File: config.mk
export PLATFORM = sky130hd
export DESIGN_NAME = cit_ram
export DESIGN_NICKNAME = d
export VERILOG_FILES = /design/src/sv/cit_ram.sv
export SDC_FILE = /design/constraint.sdc
export NUM_CORES = 1
export LEC_CHECK = 0
export BUFFER_PORTS_ARGS = -buffer_cell sky130_fd_sc_hd__clkbuf_2
export CORE_ASPECT_RATIO = 0.5
export CORE_MARGIN = 1.5
export CORE_UTILIZATION = 65
export CTS_CLUSTER_SIZE = 30
export DETAILED_ROUTE_END_ITERATION = 10
export GPL_TIMING_DRIVEN = 0
export MAX_ROUTING_LAYER = met4
export PLACE_DENSITY = 0.83
export SLEW_MARGIN = 20
export SYNTH_ARGS = -nofsm -noshare
export SYNTH_HDL_FRONTEND = slang
export SYNTH_SLANG_ARGS = --single-unit
File: constraint.sdc
create_clock -name clk_i -period 4.06 [get_ports clk_i]
set_input_delay 0.203 -clock clk_i [delete_from_list [all_inputs] [get_ports clk_i]]
set_output_delay 0.203 -clock clk_i [all_outputs]
set_load 0.01 [all_outputs]
File: src/sv/cit_ram.sv
// generic single write port ram with registered read
module cit_ram #(
  parameter int unsigned Width = 8,
  parameter int unsigned Depth = 64
) (
  input  logic                     clk_i,
  input  logic                     we_i,
  input  logic [$clog2(Depth)-1:0] waddr_i,
  input  logic [Width-1:0]         wdata_i,
  input  logic [$clog2(Depth)-1:0] raddr_i,
  output logic [Width-1:0]         rdata_o
);

  logic [Width-1:0] mem_q [Depth];

  always_ff @(posedge clk_i) begin
    if (we_i) begin
      mem_q[waddr_i] <= wdata_i;
    end
    rdata_o <= mem_q[raddr_i];
  end

endmodule

# --- Word level (Yosys, flattened, before mapping) ---
# Memory sizes are Yosys's and may differ from the RTL's. A register that Yosys moved wholly into a read port is not among the register bits.
# Index checks and enable logic that the tools add are counted.
totals:
  n_memories: 1
  ff_bits: 0
  word_cells: 3
  input_bits: 22
  output_inout_bits: 8
  ramBits: 512
op_classes:
  n_mux: 2
mem_list:
  columns: ["name", "words", "width", "read_ports", "rd_ports_with_merged_regs", "write_ports", "line", "source"]
  rows:
  - ["mem_q", 64, 8, 1, 1, 1, "14", "logic [Width-1:0] mem_q [Depth];"]
op_table:
  columns: ["op", "count"]
  rows:
  - ["1-bit 2-to-1 mux", 2]

# --- Depth between registers and ports, before layout ---
# Gate-level depths: netlist (run 1).
depth:
  word_depth: 2
  mapped_depth: 9
  mapped_depth_nobuf: 5

# --- Least setup slack after synthesis (run 1) ---
# OpenSTA, ideal clock, no wires.
synth_path:
  path_type: "input -> register"
  from: "input raddr_i[1]"
  to: "register rdata_o[3] (read register of mem_q)"
  required_time_ps: 3932
  path_slack_ps: 2189
  cell_stages: 7
  n_path_buf: 3
  setup_ps: 128
  arrival_time_ps: 1743
  cell_sequence: "buf_4 > buf_2 > buf_2 > mux4_2 > mux4_2 > o21ai_1 > o41ai_1"
synth_rtl:
  columns: ["item", "line", "source"]
  rows:
  - ["start, declared", "10", "input logic [$clog2(Depth)-1:0] raddr_i,"]
  - ["end, declared", "11", "output logic [Width-1:0] rdata_o"]

==> reports/results.ini, run 1 <==
[synth]
async_reset_ff_share_pct=0
synthCells=940
synthTopCellsByCount=edfxtp_1 (512), mux4_2 (126), nor2_1 (83)
synth.distinct_cells=40
synth.avg_cell_area_sq_um=21.5
synth-edff-count=512
synth_fp_nets=962
synthFlopType=edfxtp_1
synth_area_leaders=edfxtp_1 (76%), mux4_2 (14%), nor2_1 (1.5%)
yosysWarningCount=0
yosys.area.top_type_share_pct=76.2
ys_seq_area_share_pct=77.0
synth_area_sq_um=20200
ys_seq_elements=520
yosysMostFrequentCell=edfxtp_1
synth_top_area_cell=edfxtp_1

[clock_network]
cts_buffer_depth=3
postCtsHoldBufs=0
clk_pin_slew_ns=0.06
cts-htree-levels=2
root_buffer=clkbuf_16
cts_tree=yes
clk_latency_ns=0.57
cts_setup_buffers=0
cts_resized=0
cts_sinks=520
cts_made_buffers=42

[floorplanning]
die_area_sq_um=32200
placeableCoreArea_sq_um=30400
chipHeight_um=128
die_w_um=252
ios=30
start_util_pct=66.3
rows=45

[setup_path]
cp-end-kind=register
crit_path_max_fanout=10
cp_top_family=buffers and inverters
cp.required_ns=4.53
path_buf_inv=3
critPathLaunchType=input port
slowest_delay_ns=0.81
worstPathArrival_ns=3.02
critical_path_class=input port to register
cp_slowest_cell=buf_1
path_cells=buf_4, buf_2, buf_1, mux4_2, o22ai_1, o21ai_0, o311ai_1, nand2_1

[drt]
wirelength_um=50800
drt-vias-per-instance=7.38
drtPass1Iterations=7
drtIter0Drc=2050
vias=10622
drcViolationCount=0
wl_per_cell_um=35.3
ant_nets=0

[grt]
grt_max_degree=65
grt-ovfl-total=0
grt_antenna_before_repair=4
grt_pass1_wl_um=72600
grt_pass1_vias=10530
track_usage_pct=33.8

[timing]
hold_violations=0
skew_ns=0.0283
setup_tns_ns=0
drv_slew=0
worst_pin_slew_ns=1.02
rsz0062_at_grt=no
post-route-period-util_pct=62.7
fmax_ghz=0.393
setup-violations-final=0
finalCriticalPeriod_ns=2.55
max_slew_margin_pct=31.9

[layout]
fin_cells=1439
drive_above_1_share_pct=24.6
multi_input_area_sq_um=4330
syn_to_final_growth_pct=10.1
finalNetCount=1027
num-fill-cells=1619
final-seq-area_sq_um=15500
final_core_util_pct=73.0

[power_and_ir_drop]
peakVddDrop_mv=0.314
p_leak_nw=6.90
p_per_area_nw_per_um2=486

[placement]
io_buffers=21
gp_congestion=0.946
place_hpwl_um=29400
dp.cells=1360

[status]
outcome=finished clean

[job]
drv_cap=0

[worst_hold_path]
hold_path_class=input port to register

-- cells in the final DEF (no fill, tap or decap), types with 3 or more instances in the layout --
cell type,instances
nor2b_1,14
edfxtp_1,512
a211oi_1,4
o221ai_1,8
dfxtp_1,8
o22ai_1,8
buf_6,4
nand2_1,19
mux2i_1,23
buf_2,11
clkbuf_1,27
nand3_1,13
nand3b_1,3
bufinv_16,6
clkbuf_4,4
clkinv_1,6
mux2_2,13
a21oi_1,3
o2bb2ai_1,3
clkbuf_2,13
nand2b_1,7
o2111ai_1,3
a221oi_1,6
buf_1,4
nor3_1,5
nor2_1,83
a22oi_1,3
clkbuf_16,43
clkinv_2,9
mux4_2,126
buf_4,17
-- state kept, by name (all words and copies together) (netlist names) --
signal and count:
mem_q 512, rdata_o 8
-- layer usage --
layer / vias up / global-route usage (%) / share of wire (%) / wire (um)
li1: 4050 / - / - / -
met1: 5355 / 45.0 / 34 / 17300
met2: 989 / 50.9 / 46 / 23600
met3: 228 / 8.94 / 14 / 7180
met4: 0 / 14.1 / 5.3 / 2710
met5: - / - / 0 / 0
-- cell families after synthesis --
family | Yosys count | synth area share [%]
flip-flops | 520 | 77.0
buffers and inverters | 51 | 1.57
AO/OA/AOI/OAI | 54 | 2.07
multiplexers | 162 | 15.9
AND/OR/NAND/NOR | 153 | 3.39
-- report_power, final --
part | switching (mW) | leakage (nW) | internal [mW]
combinational | 0.401 | 1.54 | 0.211
sequential | 0.0136 | 4.67 | 5.94
clock | 1.87 | 0.683 | 2.36
total | 2.28 | 6.90 | 8.50
-- area by class of cell --
class / count / share of cell area (%)
well taps: 399 / 2.25
clock buffers: 54 / 5.08
clock inverters: 23 / 1.19
multi-input cells: 369 / 19.5
plain buffers: 51 / 1.43
flip-flops and latches: 520 / 70.0
repair buffers: 21 / 0.564
diodes: 2 / 0.0225
-- per-stage QoR --
step / cell area [sq um] / power, mW / hold WS, ns / setup WS [ns]
CTS: 22200 / 10.7 / 0.0564 / 1.63
global route: 22200 / 11.0 / 0.0669 / 1.51
floorplan: 20200 / 6.39 / 0.302 / 2.19
detailed placement: 20800 / 6.65 / 0.593 / 1.13
global placement: 20800 / 6.62 / 0.592 / 1.20
finish: 22200 / 10.8 / 0.116 / 1.51
-- final timing paths --
kind | cells after the start | end | startpoint | slack, ns
min | 2 | rdata_o[5]$_DFF_P_ | raddr_i[5] | 0.12
max | 8 | rdata_o[7]$_DFF_P_ | raddr_i[1] | 1.51
max reg2reg | 5 | rdata_o[6]$_DFF_P_ | mem_q[28][6]$_DFFE_PP_ | 1.80
min reg2reg | 4 | rdata_o[0]$_DFF_P_ | mem_q[27][0]$_DFFE_PP_ | 0.93
Power figures use the tool's default switching activity.
==> run 2, diff against run 1 <==
- CORE_UTILIZATION: 65 -> 56
- PLACE_DENSITY: 0.83 -> 0.76
- clock period: 4.06 -> 2.1 ns (I/O delays scaled with it)
==> reports/results.ini, run 2 (synthesis results as in run 1) <==
[status]
outcome=finished with violations
violations=negative setup slack

[power_and_ir_drop]
p_int_mw=16.4  ; +93%
power_frac_seq_pct=55.4  ; +0.2 points
switching_share_pct=20.9  ; -0.20 points
p_per_area_nw_per_um2=929  ; +91%
peakVddDrop_mv=0.633  ; +100%
p_leak_nw=6.93  ; +0.41%
switchingPower_mw=4.35  ; +91%
finalPower_mw=20.8  ; +93%
combPwrFrac_pct=5.5  ; -0.2 points
clockPowerShare_pct=39.1  ; about the same

[setup_path]
critPathLaunchType=input port
cp_top_family=buffers and inverters
path_cells=buf_2, buf_2, buf_1, clkbuf_1, o221ai_1, o21ai_0, o311ai_1, nand2_1
worstReg2RegStart=mem_q[29][4]$_DFFE_PP_
cp-end-kind=register
path_buf_inv=4  ; +1
crit_path_max_fanout=10  ; unchanged
crit_path_frequent_cell=buf_2
r2r_slack_ns=0.02  ; -1.78 ns
reg2reg_depth=5  ; unchanged
r2r_end=rdata_o[4]$_DFF_P_
cp.required_ns=2.60  ; -1.93 ns
critical_path_class=input port to register
crit_cells=8  ; unchanged
cp_slowest_cell=buf_1
worstPathArrival_ns=2.61  ; -0.41 ns
slowest_delay_ns=0.61  ; -0.20 ns

[clock_network]
clk_pin_slew_ns=0.06  ; about the same
cts_made_buffers=44  ; +4.8%
cts_sinks=520  ; unchanged
clk_latency_ns=0.56  ; about the same
root_buffer=clkbuf_16
cts_setup_buffers=0  ; unchanged
cts_buffer_depth=3  ; unchanged
cts-htree-levels=2  ; unchanged
cts_tree=yes

[drt]
drtPass1Iterations=6  ; -1
vias=10080  ; -5.1%
drcViolationCount=0  ; unchanged
wirelength_um=46300  ; -8.8%
drtIter0Drc=1592  ; -22%
wl_per_cell_um=30.5  ; -13%
ant_nets=0  ; unchanged
drt-vias-per-instance=6.65  ; -9.9%

[timing]
worst_pin_slew_ns=0.991  ; -0.0294 ns
hold_violations=0  ; unchanged
post-route-period-util_pct=100
skew_ns=0.0275  ; -0.000759 ns
rsz0062_at_grt=no
finalCriticalPeriod_ns=2.11
fmax_ghz=0.474
max_slew_margin_pct=33.7  ; +1.7 points
drv_slew=0  ; unchanged
setup-violations-final=1  ; +1
setup_slack_ns=-0.00939  ; -1.52 ns

[floorplanning]
placeableCoreArea_sq_um=35000  ; +15%
chipHeight_um=137  ; +7.6%
rows=48  ; +6.7%
die_w_um=271  ; +7.6%
die_area_sq_um=37200  ; +16%
ios=30  ; unchanged
start_util_pct=57.7  ; -8.6 points

[grt]
grt-ovfl-total=0  ; unchanged
track_usage_pct=26.3  ; -7.6 points
grt_pass1_vias=10045  ; -4.6%
grt_pass1_wl_um=66800  ; -8.1%
grt_antenna_before_repair=2  ; -2
grt_max_degree=65  ; unchanged

[layout]
regMostFlops=mem_q
top_regs=mem_q x512, rdata_o x8
final_cell_mix=edfxtp_1 (512), mux4_2 (126), nor2_1 (83)
drive_above_1_share_pct=25.3  ; +0.72 points
syn_to_final_growth_pct=10.8
largest_reg_flops=512  ; unchanged
mostFrequentLayoutCell=edfxtp_1
finalNetCount=1029  ; +0.19%
fin_cells=1516  ; +5.4%

[placement]
dp.cells=1436  ; +5.6%
gp_congestion=0.957  ; +1.2%
pre_cts_slack_ns=-0.697  ; -1.83 ns
place_hpwl_um=29100  ; -0.94%
io_buffers=21  ; unchanged

[job]
drv_cap=0  ; unchanged

[worst_hold_path]
hold_start=wdata_i[6]
hold_path_class=input port to register
hold_end=mem_q[11][6]$_DFFE_PP_
hold_depth=1  ; -1

run 2: how the worst max path moves through the flow:
stage	from	to	slack (ns)
2_1_floorplan	raddr_i[1]	rdata_o[3]$_DFF_P_	0.33
3_3_place_gp	raddr_i[1]	rdata_o[6]$_DFF_P_	-0.65
3_5_place_dp	raddr_i[1]	rdata_o[6]$_DFF_P_	-0.70
4_1_cts	raddr_i[2]	rdata_o[5]$_DFF_P_	0.01
5_1_grt	raddr_i[2]	rdata_o[7]$_DFF_P_	0.003
6_report	raddr_i[2]	rdata_o[7]$_DFF_P_	-0.009
run 2: power groups by stage:
stage          logic (mW)  registers (mW)  clock network [mW]
3_5_place_dp         1.11            11.7                   0
4_1_cts              1.12            11.5                8.15
5_1_grt              1.19            11.5                8.53
6_report             1.14            11.5                8.13
3_3_place_gp         1.08            11.7                   0
2_1_floorplan       0.612            11.7                   0
run 2: routing by layer:
layer	global-route usage [%]	wire length, um
met1	36.3	18000
met2	39.8	21500
met3	6.03	5360
met4	8.06	1480
met5	-	0
run 2: cell type report:
class / count / area (sq um)
Multi-Input combinational cell: 369 / 4340
Antenna cell: 1 / 2.50
Tap cell: 475 / 594
Timing Repair Buffer: 22 / 135
Sequential cell: 520 / 15500
Clock inverter: 12 / 124
Buffer: 50 / 323
Fill cell: 2240 / 12600
Clock buffer: 67 / 1300
run 2: repair_timing:
item / in CTS / in global routing
cloned: 0 / 0
hold endpoints to repair: 2 / 0
endpoints found under the setup margin: 2 / 3
resized for setup: 4 / 2
hold buffers: 1 / 0
run 2: metrics by stage:
step	area (sq um)	hold WS [ns]	TNS [ns]	util, %
3_5_place_dp	20900	0.494	-54.19	59.8
3_3_place_gp	20900	0.482	-35.38	59.7
5_1_grt	22400	0.136	0	63.9
6_report	22400	0.108	-0.00939	63.9
2_1_floorplan	20200	0.204	0	-
4_1_cts	22300	0.259	0	63.9
==> run 3, diff against run 2 <==
- CAP_MARGIN: default -> 5
- CORE_UTILIZATION: 56 -> 59
- CTS_BUF_LIST: default -> sky130_fd_sc_hd__clkbuf_4 sky130_fd_sc_hd__clkbuf_8
- PLACE_DENSITY: 0.76 -> 0.79
==> reports/results.ini, run 3 (synthesis results as in run 1) <==
[status]
outcome=finished with violations
violations=negative setup slack

[layout]
num-fill-cells=1999  ; -11%
mostFrequentLayoutCell=edfxtp_1
top_regs=mem_q x512, rdata_o x8
final_cell_mix=edfxtp_1 (512), mux4_2 (126), nor2_1 (83)
syn_to_final_growth_pct=10.2
drive_above_1_share_pct=28.2  ; +2.9 points
regMostFlops=mem_q
fin_cells=1529  ; +0.86%
finalNetCount=1055  ; +2.5%
largest_reg_flops=512  ; unchanged

[setup_path]
crit_cells=4  ; -4
cp-startpoint=mem_q[3][3]$_DFFE_PP_
path_buf_inv=0  ; -4
cp_top_family=compound AO/OA/AOI/OAI gates
r2r_end=rdata_o[3]$_DFF_P_
worstPathArrival_ns=2.58  ; -0.03 ns
cp_slowest_cell=a2111oi_1
crit_end=rdata_o[3]$_DFF_P_
crit_path_max_fanout=1  ; -9
critical_path_class=register to register
cp-end-kind=register
worstReg2RegStart=mem_q[3][3]$_DFFE_PP_
cp.required_ns=2.57  ; -0.03 ns
r2r_slack_ns=-0.003  ; -0.02 ns
slowest_delay_ns=0.72  ; +0.11 ns
reg2reg_depth=4  ; -1
critPathLaunchType=register
path_cells=mux4_2, nor2b_1, a2111oi_1, o41ai_1

[placement]
gp_congestion=0.985  ; +2.8%
io_buffers=21  ; unchanged
place_hpwl_um=29000  ; -0.43%
dp.cells=1402  ; -2.4%
pre_cts_slack_ns=-0.650  ; +0.0465 ns

[clock_network]
clk_pin_slew_ns=0.07  ; about the same
clk_latency_ns=0.63  ; +0.07 ns
cts_tree=yes
cts_buffer_depth=3  ; unchanged
root_buffer=clkbuf_8
cts_sinks=520  ; unchanged
cts-htree-levels=3  ; +1
cts_made_buffers=70  ; +59%

[drt]
drt-vias-per-instance=6.70  ; +0.70%
wirelength_um=46000  ; -0.61%
ant_nets=0  ; unchanged
drtPass1Iterations=6  ; unchanged
wl_per_cell_um=30.1  ; -1.5%
drcViolationCount=0  ; unchanged
drtIter0Drc=1522  ; -4.4%
vias=10238  ; +1.6%

[timing]
worst_pin_slew_ns=1.01  ; +0.0171 ns
rsz0062_at_grt=no
skew_ns=0.0208  ; -0.00666 ns
drv_slew=0  ; unchanged
setup-violations-final=1  ; unchanged
max_slew_margin_pct=32.5  ; -1.1 points
post-route-period-util_pct=100  ; -0.31 points
finalCriticalPeriod_ns=2.10  ; -0.00658 ns
setup_slack_ns=-0.00281  ; +0.00658 ns
hold_violations=0  ; unchanged
fmax_ghz=0.476  ; +0.31%
setup_tns_ns=-0.00281  ; +0.00658 ns

[grt]
grt_max_degree=65  ; unchanged
grt_pass1_vias=10204  ; +1.6%
grt-ovfl-total=0  ; unchanged
grt_pass1_wl_um=66500  ; -0.40%
track_usage_pct=28.0  ; +1.7 points
grt_antenna_before_repair=5  ; +3

[floorplanning]
placeableCoreArea_sq_um=33300  ; -4.6%
ios=30  ; unchanged
rows=47  ; -2.1%
chipHeight_um=134  ; -2.5%
start_util_pct=60.5  ; +2.8 points
die_area_sq_um=35400  ; -5.0%
die_w_um=264  ; -2.5%

[power_and_ir_drop]
p_per_area_nw_per_um2=901  ; -3.0%
switchingPower_mw=4.35  ; about the same
p_int_mw=15.7  ; -4.5%
switching_share_pct=21.7  ; +0.76 points
power_frac_seq_pct=57.5  ; +2.1 points
clockPowerShare_pct=36.8  ; -2.3 points
combPwrFrac_pct=5.7  ; +0.2 points
peakVddDrop_mv=0.420  ; -34%
finalPower_mw=20.0  ; -3.6%
p_leak_nw=6.93  ; about the same

[worst_hold_path]
hold_path_class=input port to register

[job]
drv_cap=0  ; unchanged

run 3: changes by cell type in the layout (fill, tap and decap cells not counted), sizes merged:
cell,delta
clkdlybuf4s15,-1
clkinvlp,+2
diode,+4
clkbuf,+36
inv,-2
bufinv,-2
clkinv,+9
buf,+1
run 3: layer usage:
layer / share of wire, % / global-route usage, % / up-vias
li1: - / - / 4119
met1: 37 / 36.4 / 5247
met2: 46 / 40.7 / 742
met3: 13 / 10.1 / 130
met4: 3.4 / 11.1 / 0
met5: 0 / - / -
run 3: worst min-delay path by stage:
stage	start	end	slack, ns	depth (start not counted)
2_1_floorplan	wdata_i[0]	mem_q[0][0]$_DFFE_PP_	0.20	0
3_3_place_gp	raddr_i[5]	rdata_o[5]$_DFF_P_	0.49	2
3_5_place_dp	raddr_i[5]	rdata_o[3]$_DFF_P_	0.48	2
4_1_cts	waddr_i[2]	mem_q[54][0]$_DFFE_PP_	0.15	3
5_1_grt	wdata_i[6]	mem_q[8][6]$_DFFE_PP_	0.05	1
6_report	wdata_i[6]	mem_q[8][6]$_DFFE_PP_	0.05	1
run 3: metrics by stage:
step	hold WS, ns	cell area (sq um)	utilization, %
final	0.0482	22200	66.7
after global routing	0.0500	22200	66.7
after CTS	0.149	22200	66.5
after detailed placement	0.478	20800	62.5
after global placement	0.486	20800	62.5
after floorplan	0.204	20200	-
run 3: timing repair:
action,4_1_cts,5_1_grt
gates resized for setup,4,7
gates cloned,0,0
setup endpoints to repair,4,7
hold buffers,1,0
hold endpoints to repair,3,0
setup buffers,0,0
run 3: power by group through the flow:
stage	registers [mW]	clock network, mW	logic [mW]
detailed placement	11.7	0	1.11
global route	11.5	7.84	1.19
global placement	11.7	0	1.08
finish	11.5	7.38	1.14
CTS	11.5	7.42	1.12
floorplan	11.7	0	0.612
run 3: final cells by class:
type | count | area (sq um) | area share [%]
multi-input combinational | 369 | 4340 | 19.5
buffer | 50 | 320 | 1.44
timing repair buffer | 22 | 135 | 0.608
antenna | 5 | 12.5 | 0.0563
clock buffer | 103 | 1240 | 5.59
clock inverter | 19 | 85.1 | 0.383
tap | 441 | 552 | 2.48
sequential | 520 | 15500 | 69.9
